[src/rtl/lcc_pkg.sv]
// ----------------------------------------------------------------------------
// lcc_pkg: shared types and constants of the Lab color classifier
// Class codes, register indexes, reset values and the transaction structs
// that travel on the ports.
// ----------------------------------------------------------------------------
package lcc_pkg;

    // Field widths fixed by the interface.
    localparam int CLS_W      = 3;
    localparam int IDX_W      = 4;
    localparam int VOTE_W     = 4;
    localparam int CFG_IDX_W  = 3;
    localparam int CFG_DATA_W = 16;

    // Weighted distance: 3*255^2 + 255^2 needs 18 bits.
    localparam int DIST_W     = 18;

    // Number of references and of votable classes.
    localparam int NUM_REFS   = 3;
    localparam int NUM_COLORS = 5;

    // Queue between the classifier and the vote unit (power of two).
    localparam int QUEUE_DEPTH = 2;

    // Defaults of the top-level parameters.
    localparam int DEF_SAMPLES_PER_BURST = 5;
    localparam int DEF_SKIPPED_SAMPLES   = 1;

    // Class codes.
    localparam logic [CLS_W-1:0] CLS_UNKNOWN = 3'd0;
    localparam logic [CLS_W-1:0] CLS_RED     = 3'd1;
    localparam logic [CLS_W-1:0] CLS_GREEN   = 3'd2;
    localparam logic [CLS_W-1:0] CLS_BLUE    = 3'd3;
    localparam logic [CLS_W-1:0] CLS_WHITE   = 3'd4;
    localparam logic [CLS_W-1:0] CLS_BLACK   = 3'd5;

    // Configuration register indexes.
    localparam logic [CFG_IDX_W-1:0] REG_RED_REF     = 3'd0;
    localparam logic [CFG_IDX_W-1:0] REG_GREEN_REF   = 3'd1;
    localparam logic [CFG_IDX_W-1:0] REG_BLUE_REF    = 3'd2;
    localparam logic [CFG_IDX_W-1:0] REG_TOLERANCE   = 3'd3;
    localparam logic [CFG_IDX_W-1:0] REG_WHITE_L_MIN = 3'd4;
    localparam logic [CFG_IDX_W-1:0] REG_WHITE_B_MAX = 3'd5;
    localparam logic [CFG_IDX_W-1:0] REG_BLACK_MIN   = 3'd6;
    localparam logic [CFG_IDX_W-1:0] REG_VOTES_NEED  = 3'd7;

    // Register reset values.
    localparam logic [15:0]       RST_RED_REF     = 16'd43148;
    localparam logic [15:0]       RST_GREEN_REF   = 16'd24975;
    localparam logic [15:0]       RST_BLUE_REF    = 16'd32088;
    localparam logic [7:0]        RST_TOLERANCE   = 8'd30;
    localparam logic [7:0]        RST_WHITE_L_MIN = 8'd89;
    localparam logic [7:0]        RST_WHITE_B_MAX = 8'd40;
    localparam logic [7:0]        RST_BLACK_MIN   = 8'd100;
    localparam logic [VOTE_W-1:0] RST_VOTES_NEED  = 4'd2;

    localparam logic [VOTE_W-1:0] VOTE_MAX = '1;

    // One input transaction.
    typedef struct packed {
        logic [7:0] black_ratio;
        logic [7:0] lightness;
        logic [7:0] lab_a;
        logic [7:0] lab_b;
        logic       sample_ok;
    } in_item_t;

    // One result transaction.
    typedef struct packed {
        logic [CLS_W-1:0] sample_class;
        logic             burst_done;
        logic [CLS_W-1:0] dominant_color;
    } out_item_t;

    // Configuration register file contents.
    typedef struct packed {
        logic [15:0]       red_ref;
        logic [15:0]       green_ref;
        logic [15:0]       blue_ref;
        logic [7:0]        tolerance;
        logic [7:0]        white_light_min;
        logic [7:0]        white_b_max;
        logic [7:0]        black_min;
        logic [VOTE_W-1:0] votes_needed;
    } cfg_t;

endpackage

[src/rtl/lcc_classify.sv]
// ----------------------------------------------------------------------------
// lcc_classify: front part, per-sample color classification
// Stage one computes the three weighted distances, the squared tolerance and
// the white and black tests; stage two picks the class from those registers.
// ----------------------------------------------------------------------------
module lcc_classify
    import lcc_pkg::*;
(
    input  logic             aclk,
    input  logic             aresetn,
    input  cfg_t             cfg,
    input  logic             in_valid,
    output logic             in_ready,
    input  in_item_t         in_item,
    output logic             out_valid,
    input  logic             out_ready,
    output logic [CLS_W-1:0] out_class
);

    // Weighted squared distance of (a, b) to a reference; heavy_b selects
    // the dA^2 + 3*dB^2 form, otherwise 3*dA^2 + dB^2.
    function automatic logic [DIST_W-1:0] wdist(
        input logic [7:0]  a,
        input logic [7:0]  b,
        input logic [15:0] refv,
        input logic        heavy_b
    );
        logic [7:0]        ra;
        logic [7:0]        rb;
        logic [7:0]        da;
        logic [7:0]        db;
        logic [15:0]       sa;
        logic [15:0]       sb;
        logic [DIST_W-1:0] wa;
        logic [DIST_W-1:0] wb;
        ra = refv[15:8];
        rb = refv[7:0];
        da = (a >= ra) ? (a - ra) : (ra - a);
        db = (b >= rb) ? (b - rb) : (rb - b);
        sa = {8'd0, da} * {8'd0, da};
        sb = {8'd0, db} * {8'd0, db};
        wa = heavy_b ? DIST_W'(sa) : (DIST_W'(sa) << 1) + DIST_W'(sa);
        wb = heavy_b ? (DIST_W'(sb) << 1) + DIST_W'(sb) : DIST_W'(sb);
        return wa + wb;
    endfunction

    logic              st_valid_reg;
    logic              st_valid_next;
    logic [DIST_W-1:0] dist_reg [NUM_REFS];
    logic [15:0]       tol_sq_reg;
    logic              white_reg;
    logic              black_reg;
    logic              ok_reg;
    logic              load;
    logic              push;
    logic [DIST_W-1:0] best_d;
    logic [CLS_W-1:0]  best;

    // Stage register handshake: refill whenever the held transaction leaves.
    assign push     = st_valid_reg && out_ready;
    assign in_ready = !st_valid_reg || out_ready;
    assign load     = in_valid && in_ready;

    always_comb begin
        st_valid_next = st_valid_reg;
        if (load) begin
            st_valid_next = 1'b1;
        end else if (push) begin
            st_valid_next = 1'b0;
        end
    end

    always_ff @(posedge aclk) begin
        if (!aresetn) begin
            st_valid_reg <= 1'b0;
        end else begin
            st_valid_reg <= st_valid_next;
        end
    end

    // Stage one: distances and threshold tests.
    always_ff @(posedge aclk) begin
        if (load) begin
            dist_reg[0] <= wdist(in_item.lab_a, in_item.lab_b, cfg.red_ref, 1'b0);
            dist_reg[1] <= wdist(in_item.lab_a, in_item.lab_b, cfg.green_ref, 1'b0);
            dist_reg[2] <= wdist(in_item.lab_a, in_item.lab_b, cfg.blue_ref, 1'b1);
            tol_sq_reg  <= {8'd0, cfg.tolerance} * {8'd0, cfg.tolerance};
            white_reg   <= (in_item.lightness >= cfg.white_light_min) &&
                           (in_item.black_ratio <= cfg.white_b_max);
            black_reg   <= in_item.black_ratio >= cfg.black_min;
            ok_reg      <= in_item.sample_ok;
        end
    end

    // Stage two: nearest matching reference, the earlier one on a tie.
    always_comb begin
        best_d = '1;
        best   = CLS_UNKNOWN;
        for (int i = 0; i < NUM_REFS; i++) begin
            if ((dist_reg[i] <= DIST_W'(tol_sq_reg)) && (dist_reg[i] < best_d)) begin
                best_d = dist_reg[i];
                best   = CLS_W'(i + 1);
            end
        end
    end

    // Invalid samples give unknown; otherwise fall back to white, then black, when no reference matches.
    always_comb begin
        if (!ok_reg) begin
            out_class = CLS_UNKNOWN;
        end else if (best != CLS_UNKNOWN) begin
            out_class = best;
        end else if (white_reg) begin
            out_class = CLS_WHITE;
        end else if (black_reg) begin
            out_class = CLS_BLACK;
        end else begin
            out_class = CLS_UNKNOWN;
        end
    end

    assign out_valid = st_valid_reg;

endmodule

[src/rtl/lcc_fifo.sv]
// ----------------------------------------------------------------------------
// lcc_fifo: short class queue between the front and back parts
// Holds classified samples so the classifier and the vote unit stall
// independently of each other.
// ----------------------------------------------------------------------------
module lcc_fifo
    import lcc_pkg::*;
(
    input  logic             aclk,
    input  logic             aresetn,
    input  logic             in_valid,
    output logic             in_ready,
    input  logic [CLS_W-1:0] in_class,
    output logic             out_valid,
    input  logic             out_ready,
    output logic [CLS_W-1:0] out_class
);

    localparam int PTR_W = (QUEUE_DEPTH > 1) ? $clog2(QUEUE_DEPTH) : 1;
    localparam int CNT_W = $clog2(QUEUE_DEPTH + 1);

    logic [CLS_W-1:0] mem_reg [QUEUE_DEPTH];
    logic [PTR_W-1:0] wr_ptr_reg;
    logic [PTR_W-1:0] wr_ptr_next;
    logic [PTR_W-1:0] rd_ptr_reg;
    logic [PTR_W-1:0] rd_ptr_next;
    logic [CNT_W-1:0] count_reg;
    logic [CNT_W-1:0] count_next;
    logic             wr;
    logic             rd;

    assign in_ready  = count_reg != CNT_W'(QUEUE_DEPTH);
    assign out_valid = count_reg != '0;
    assign out_class = mem_reg[rd_ptr_reg];
    assign wr        = in_valid && in_ready;
    assign rd        = out_valid && out_ready;

    // Pointer and fill count update; pointers wrap at the power-of-two depth.
    always_comb begin
        wr_ptr_next = wr ? wr_ptr_reg + 1'b1 : wr_ptr_reg;
        rd_ptr_next = rd ? rd_ptr_reg + 1'b1 : rd_ptr_reg;
        count_next  = count_reg;
        if (wr && !rd) begin
            count_next = count_reg + 1'b1;
        end else if (rd && !wr) begin
            count_next = count_reg - 1'b1;
        end
    end

    always_ff @(posedge aclk) begin
        if (!aresetn) begin
            wr_ptr_reg <= '0;
            rd_ptr_reg <= '0;
            count_reg  <= '0;
        end else begin
            wr_ptr_reg <= wr_ptr_next;
            rd_ptr_reg <= rd_ptr_next;
            count_reg  <= count_next;
        end
    end

    // Storage.
    always_ff @(posedge aclk) begin
        if (wr) begin
            mem_reg[wr_ptr_reg] <= in_class;
        end
    end

endmodule

[src/rtl/lcc_vote.sv]
// ----------------------------------------------------------------------------
// lcc_vote: back part, burst position, vote counting and verdict
// Counts votes per class over a burst, picks the dominant color on the last
// sample and holds each result transaction in an output register.
// ----------------------------------------------------------------------------
module lcc_vote
    import lcc_pkg::*;
#(
    parameter int SAMPLES_PER_BURST = DEF_SAMPLES_PER_BURST,
    parameter int SKIPPED_SAMPLES   = DEF_SKIPPED_SAMPLES
) (
    input  logic              aclk,
    input  logic              aresetn,
    input  logic [VOTE_W-1:0] votes_needed,
    input  logic              in_valid,
    output logic              in_ready,
    input  logic [CLS_W-1:0]  in_class,
    output logic              out_valid,
    input  logic              out_ready,
    output out_item_t         out_data
);

    localparam logic [IDX_W-1:0] LAST_IDX = IDX_W'(SAMPLES_PER_BURST - 1);
    localparam logic [IDX_W-1:0] SKIP_IDX = IDX_W'(SKIPPED_SAMPLES);

    logic              out_valid_reg;
    logic              out_valid_next;
    out_item_t         out_data_reg;
    out_item_t         out_data_next;
    logic [IDX_W-1:0]  idx_reg;
    logic [IDX_W-1:0]  idx_next;
    logic [VOTE_W-1:0] votes_reg  [NUM_COLORS];
    logic [VOTE_W-1:0] votes_next [NUM_COLORS];
    logic [VOTE_W-1:0] votes_upd  [NUM_COLORS];
    logic [VOTE_W-1:0] maxc;
    logic [CLS_W-1:0]  dom;
    logic [CLS_W-1:0]  verdict;
    logic              take;
    logic              is_last;
    logic              cast;

    assign in_ready = !out_valid_reg || out_ready;
    assign take     = in_valid && in_ready;
    assign is_last  = idx_reg >= LAST_IDX;
    assign cast     = (in_class != CLS_UNKNOWN) && (idx_reg >= SKIP_IDX);

    // Counts including this sample's vote, saturating at the top.
    always_comb begin
        for (int k = 0; k < NUM_COLORS; k++) begin
            votes_upd[k] = votes_reg[k];
            if (cast && (in_class == CLS_W'(k + 1)) && (votes_reg[k] != VOTE_MAX)) begin
                votes_upd[k] = votes_reg[k] + 1'b1;
            end
        end
    end

    // Highest count, lowest class code on a tie.
    always_comb begin
        maxc = '0;
        dom  = CLS_UNKNOWN;
        for (int k = 0; k < NUM_COLORS; k++) begin
            if (votes_upd[k] > maxc) begin
                maxc = votes_upd[k];
                dom  = CLS_W'(k + 1);
            end
        end
        verdict = (maxc >= votes_needed) ? dom : CLS_UNKNOWN;
    end

    // Next state: advance the burst, clear the votes on its last sample.
    always_comb begin
        idx_next       = idx_reg;
        votes_next     = votes_reg;
        out_valid_next = out_valid_reg;
        out_data_next  = out_data_reg;
        if (take) begin
            idx_next                     = is_last ? '0 : idx_reg + 1'b1;
            out_valid_next               = 1'b1;
            out_data_next.sample_class   = in_class;
            out_data_next.burst_done     = is_last;
            out_data_next.dominant_color = is_last ? verdict : CLS_UNKNOWN;
            for (int k = 0; k < NUM_COLORS; k++) begin
                votes_next[k] = is_last ? '0 : votes_upd[k];
            end
        end else if (out_ready) begin
            out_valid_next = 1'b0;
        end
    end

    always_ff @(posedge aclk) begin
        if (!aresetn) begin
            out_valid_reg <= 1'b0;
            idx_reg       <= '0;
            for (int k = 0; k < NUM_COLORS; k++) begin
                votes_reg[k] <= '0;
            end
        end else begin
            out_valid_reg <= out_valid_next;
            idx_reg       <= idx_next;
            votes_reg     <= votes_next;
        end
    end

    // Result payload.
    always_ff @(posedge aclk) begin
        out_data_reg <= out_data_next;
    end

    assign out_valid = out_valid_reg;
    assign out_data  = out_data_reg;

endmodule

[src/rtl/lab_color_classifier_vote.sv]
// ----------------------------------------------------------------------------
// lab_color_classifier_vote: Lab color classifier with burst voting
// Classifies each camera sample against red, green and blue references and
// the white and black thresholds, and gives a voted color per burst.
// ----------------------------------------------------------------------------
//
//   Channel  Ports                        Direction  Contents
//   s_       s_valid, s_ready, s_data     in         one sample (in_item_t)
//   m_       m_valid, m_ready, m_data     out        one result (out_item_t)
//   cfg_     cfg_wr_en, cfg_index, ...    in         register write, no wait
//
// One transaction per cycle sustained while m_ready stays high; an s_ accept
// loads the distance stage, the class queue takes the class from it and the
// vote output register takes it from the queue, after which m_valid rises.
// The rate is set by the distance stage: six 8x8 distance squares and the tolerance square side by side.
// Reset is synchronous on aresetn low: registers take their reset values,
// the burst position and all vote counts clear.
// A stall on m_ready fills the output register, then the two-entry queue,
// then the distance stage, after which s_ready drops.
//
module lab_color_classifier_vote
    import lcc_pkg::*;
#(
    parameter int SAMPLES_PER_BURST = DEF_SAMPLES_PER_BURST,
    parameter int SKIPPED_SAMPLES   = DEF_SKIPPED_SAMPLES
) (
    input  logic                  aclk,
    input  logic                  aresetn,
    input  logic                  s_valid,
    output logic                  s_ready,
    input  in_item_t              s_data,
    output logic                  m_valid,
    input  logic                  m_ready,
    output out_item_t             m_data,
    input  logic                  cfg_wr_en,
    input  logic [CFG_IDX_W-1:0]  cfg_index,
    input  logic [CFG_DATA_W-1:0] cfg_wr_data
);

    cfg_t             cfg_reg;
    cfg_t             cfg_next;
    logic             q_in_valid;
    logic             q_in_ready;
    logic [CLS_W-1:0] q_in_class;
    logic             q_out_valid;
    logic             q_out_ready;
    logic [CLS_W-1:0] q_out_class;

    // Configuration register writes.
    always_comb begin
        cfg_next = cfg_reg;
        if (cfg_wr_en) begin
            case (cfg_index)
                REG_RED_REF:     cfg_next.red_ref         = cfg_wr_data;
                REG_GREEN_REF:   cfg_next.green_ref       = cfg_wr_data;
                REG_BLUE_REF:    cfg_next.blue_ref        = cfg_wr_data;
                REG_TOLERANCE:   cfg_next.tolerance       = cfg_wr_data[7:0];
                REG_WHITE_L_MIN: cfg_next.white_light_min = cfg_wr_data[7:0];
                REG_WHITE_B_MAX: cfg_next.white_b_max     = cfg_wr_data[7:0];
                REG_BLACK_MIN:   cfg_next.black_min       = cfg_wr_data[7:0];
                REG_VOTES_NEED:  cfg_next.votes_needed    = cfg_wr_data[VOTE_W-1:0];
                default:         cfg_next = cfg_reg;
            endcase
        end
    end

    always_ff @(posedge aclk) begin
        if (!aresetn) begin
            cfg_reg.red_ref         <= RST_RED_REF;
            cfg_reg.green_ref       <= RST_GREEN_REF;
            cfg_reg.blue_ref        <= RST_BLUE_REF;
            cfg_reg.tolerance       <= RST_TOLERANCE;
            cfg_reg.white_light_min <= RST_WHITE_L_MIN;
            cfg_reg.white_b_max     <= RST_WHITE_B_MAX;
            cfg_reg.black_min       <= RST_BLACK_MIN;
            cfg_reg.votes_needed    <= RST_VOTES_NEED;
        end else begin
            cfg_reg <= cfg_next;
        end
    end

    // Front: classification.
    lcc_classify u_classify (
        .aclk      (aclk),
        .aresetn   (aresetn),
        .cfg       (cfg_reg),
        .in_valid  (s_valid),
        .in_ready  (s_ready),
        .in_item   (s_data),
        .out_valid (q_in_valid),
        .out_ready (q_in_ready),
        .out_class (q_in_class)
    );

    // Queue between front and back.
    lcc_fifo u_fifo (
        .aclk      (aclk),
        .aresetn   (aresetn),
        .in_valid  (q_in_valid),
        .in_ready  (q_in_ready),
        .in_class  (q_in_class),
        .out_valid (q_out_valid),
        .out_ready (q_out_ready),
        .out_class (q_out_class)
    );

    // Back: burst voting and result register.
    lcc_vote #(
        .SAMPLES_PER_BURST (SAMPLES_PER_BURST),
        .SKIPPED_SAMPLES   (SKIPPED_SAMPLES)
    ) u_vote (
        .aclk         (aclk),
        .aresetn      (aresetn),
        .votes_needed (cfg_reg.votes_needed),
        .in_valid     (q_out_valid),
        .in_ready     (q_out_ready),
        .in_class     (q_out_class),
        .out_valid    (m_valid),
        .out_ready    (m_ready),
        .out_data     (m_data)
    );

    // A verdict only appears on the last sample of a burst.
    a_verdict_at_end: assert property (@(posedge aclk) disable iff (!aresetn)
        m_valid && !m_data.burst_done |-> m_data.dominant_color == CLS_UNKNOWN)
        else $error("dominant color given outside the end of a burst");

    // Result codes stay within the class encoding.
    a_codes_in_range: assert property (@(posedge aclk) disable iff (!aresetn)
        m_valid |-> (m_data.sample_class <= CLS_BLACK) &&
                    (m_data.dominant_color <= CLS_BLACK))
        else $error("result carries an undefined class code");

    // Reset empties the pipeline and opens the input.
    a_reset_empty: assert property (@(posedge aclk)
        !aresetn |=> !m_valid && s_ready)
        else $error("pipeline not empty after reset");

endmodule

[config.mk]
export PLATFORM = sky130hd
export DESIGN_NAME = lab_color_classifier_vote
export DESIGN_NICKNAME = d
export VERILOG_FILES = /design/src/rtl/lcc_pkg.sv /design/src/rtl/lcc_classify.sv /design/src/rtl/lcc_fifo.sv /design/src/rtl/lcc_vote.sv /design/src/rtl/lab_color_classifier_vote.sv
export SDC_FILE = /design/constraint.sdc
export NUM_CORES = 1
export LEC_CHECK = 0
export ABC_AREA = 1
export BUFFER_PORTS_ARGS = -buffer_cell sky130_fd_sc_hd__buf_2
export CAP_MARGIN = 20
export CORE_MARGIN = 4
export CORE_UTILIZATION = 45
export CTS_CLUSTER_DIAMETER = 80
export DETAILED_ROUTE_END_ITERATION = 10
export HOLD_SLACK_MARGIN = 0.06
export PLACE_DENSITY = 0.66
export REMOVE_ABC_BUFFERS = 1
export SLEW_MARGIN = 30
export SYNTH_ARGS = -nofsm -noshare
export SYNTH_HDL_FRONTEND = slang
export SYNTH_SLANG_ARGS = --single-unit
[constraint.sdc]
create_clock -name aclk -period 13.5 [get_ports aclk]
set_clock_uncertainty 0.15 [all_clocks]
set_input_delay 2.7 -clock aclk [delete_from_list [all_inputs] [get_ports aclk]]
set_output_delay 2.7 -clock aclk [all_outputs]
set_load 0.05 [all_outputs]
==> reports/qor.csv <==
metric,value,unit
outcome,"finished, final reports clean",
drt_iter0_drc,1299,
hold_ws,0.305,ns
layout-drive-gt1-share,0.0577,
fmax,0.0831,GHz
slew_violations,0,
antenna_cells,0,
crit_buf_inv,13,
cpMostUsedCell,inv_1,
nNetsFinal,4265,
ff2ff_path_depth,43,
cp_max_fo,10,
ant_nets,0,
synth_cell_types,68,
fin_crit,12.03,ns
clock_latency,0.47,ns
required,13.57,ns
ys.flop_type,dfxtp_1,
final_cells,4336,
cp_slowest_cell,fa_1,
dp_slack,0.984,ns
tightest_slew,0.866,ns
rsz0062_at_grt,false,
coreArea,61700,um^2
rows,91,
via_per_inst,4.97,
grt_pass1_wl,107,mm
vias,21600,
hpwl,53.9,mm
final-setup-viol-count,0,
synthArstFlopShare,0,
totalWireLength,63.9,mm
dieArea,66500,um^2
die_w,258,um
place_congestion,0.910,
clk_pin_slew,0.08,ns
numPortBuffers,65,
floorplan.initialDensity,0.455,
layout_common_cells,"inv_1, ha_1, nand2_1",
min_path_type,reg2reg,
num-fill-cells,6120,
cts_tree,yes,
grt_overflow,0,
routedWlPerCell,14.7,um
largest_reg_flops,84,
post-cts-setup-buffers,0,
cts_hold_buf,0,
drc,0,
syn_inst,3443,
hold_viol_final,0,
tns,0,ns
area_growth,6.37,%
grt_antenna_before_repair,3,
hold_depth,2,
startpoint_type,primary input,
yosysWarnings,0,
syn_area_per_cell,8.16,um^2
final_common_cell,inv_1,
cts.repair.resized,0,
cts_sinks,200,
crit_cells,45,
slew_headroom,0.419,
io_pins,66,
slowest_delay,0.53,ns
ys_seq_area_frac,0.173,
synth_edf_count,85,
fp.dieH,258,um
worstPathArrival,12.10,ns
syn_area,28100,um^2
cp-end-kind,register,
drv_cap,0,
fin_ws,1.47,ns
post-route-period-util,0.891,
cts_root_buf,clkbuf_16,
crit_type,in2reg,
synth-seq-cells,200,
place_inst,4304,
drt_first_pass_iters,5,
grt_start_max_net_pins,73,
cts_htree_levels,4,
track_usage,0.196,
cts_buffer_depth,2,
cts_made_buffers,17,
grt_pass1_vias,21500,
reg2reg_slack,3.61,ns
critPathTopFamily,adder cells,
routing by layer:
| layer | up-vias | track usage | wire length (um) |
|---|---|---|---|
| met1 | 10200 | 0.270 | 30600 |
| li1 | 10900 | - | - |
| met5 | - | 0 | 9 |
| met2 | 349 | 0.337 | 29900 |
| met4 | 2 | 0.0396 | 1180 |
| met3 | 69 | 0.0219 | 2240 |
stage by stage:
step	area [um^2]	utilization
2_1_floorplan	27900	-
3_3_place_gp	29300	0.475
3_5_place_dp	29300	0.475
4_1_cts	29900	0.484
5_1_grt	29900	0.484
6_report	29900	0.484
worst min-delay path: stages (launching register included):
cell and delay [ns]:
dfxtp_1 0.30, inv_1 0.06, nor3_1 0.05
cell families (layout without fill, tap and decap cells):
logic type                 count (synthesis)  count (layout)  synth area share
buffers and inverters                    884             938             0.119
and+or+nand+nor                          873             873             0.127
adders and majority gates                722             722             0.393
AOI/OAI and AO/OA                        572             572             0.121
DFF                                      200             200             0.173
xor gates and xnor gates                 175             175            0.0603
muxes                                     15              15           0.00583
other                                      2               4          0.000267
cell type report:
| type | instances | area, um^2 | share of cell area |
|---|---|---|---|
| multi-input cells | 2361 | 19900 | 0.666 |
| flip-flops and latches | 200 | 4850 | 0.162 |
| inverters | 833 | 3130 | 0.105 |
| well taps | 837 | 1050 | 0.0350 |
| clock buffers | 20 | 437 | 0.0146 |
| repair buffers | 73 | 389 | 0.0130 |
| clock inverters | 12 | 126 | 0.00423 |
final timing paths:
check                                               startpoint                                    to
worst max-delay path                                 s_data[1]  u_classify.dist_reg[0][52]$_DFFE_PP_
worst min-delay path            u_vote.idx_reg[3]$_SDFFE_PN0P_        u_vote.idx_reg[3]$_SDFFE_PN0P_
worst max register to register        cfg_reg[36]$_SDFFE_PN0P_  u_classify.dist_reg[0][52]$_DFFE_PP_
worst min register to register  u_vote.idx_reg[3]$_SDFFE_PN0P_        u_vote.idx_reg[3]$_SDFFE_PN0P_
synthesized netlist by cell type, types with 17 or more instances:
cell / n / area share
nand2_1: 447 / 0.060
a21oi_1: 243 / 0.043
fa_1: 268 / 0.19
edfxtp_1: 85 / 0.091
nand3_1: 57 / 0.010
clkbuf_1: 42 / 0.0056
xor2_1: 107 / 0.033
inv_1: 819 / 0.11
nand4_1: 20 / 0.0045
o211ai_1: 41 / 0.011
dfxtp_1: 115 / 0.082
ha_1: 454 / 0.20
xnor2_1: 48 / 0.015
o221ai_1: 17 / 0.0053
o21ai_0: 139 / 0.025
nor2_1: 292 / 0.039
o21ai_1: 24 / 0.0043
Power is not shown: default switching activity piles up to over one toggle a cycle in this logic, so the estimate is an artifact.
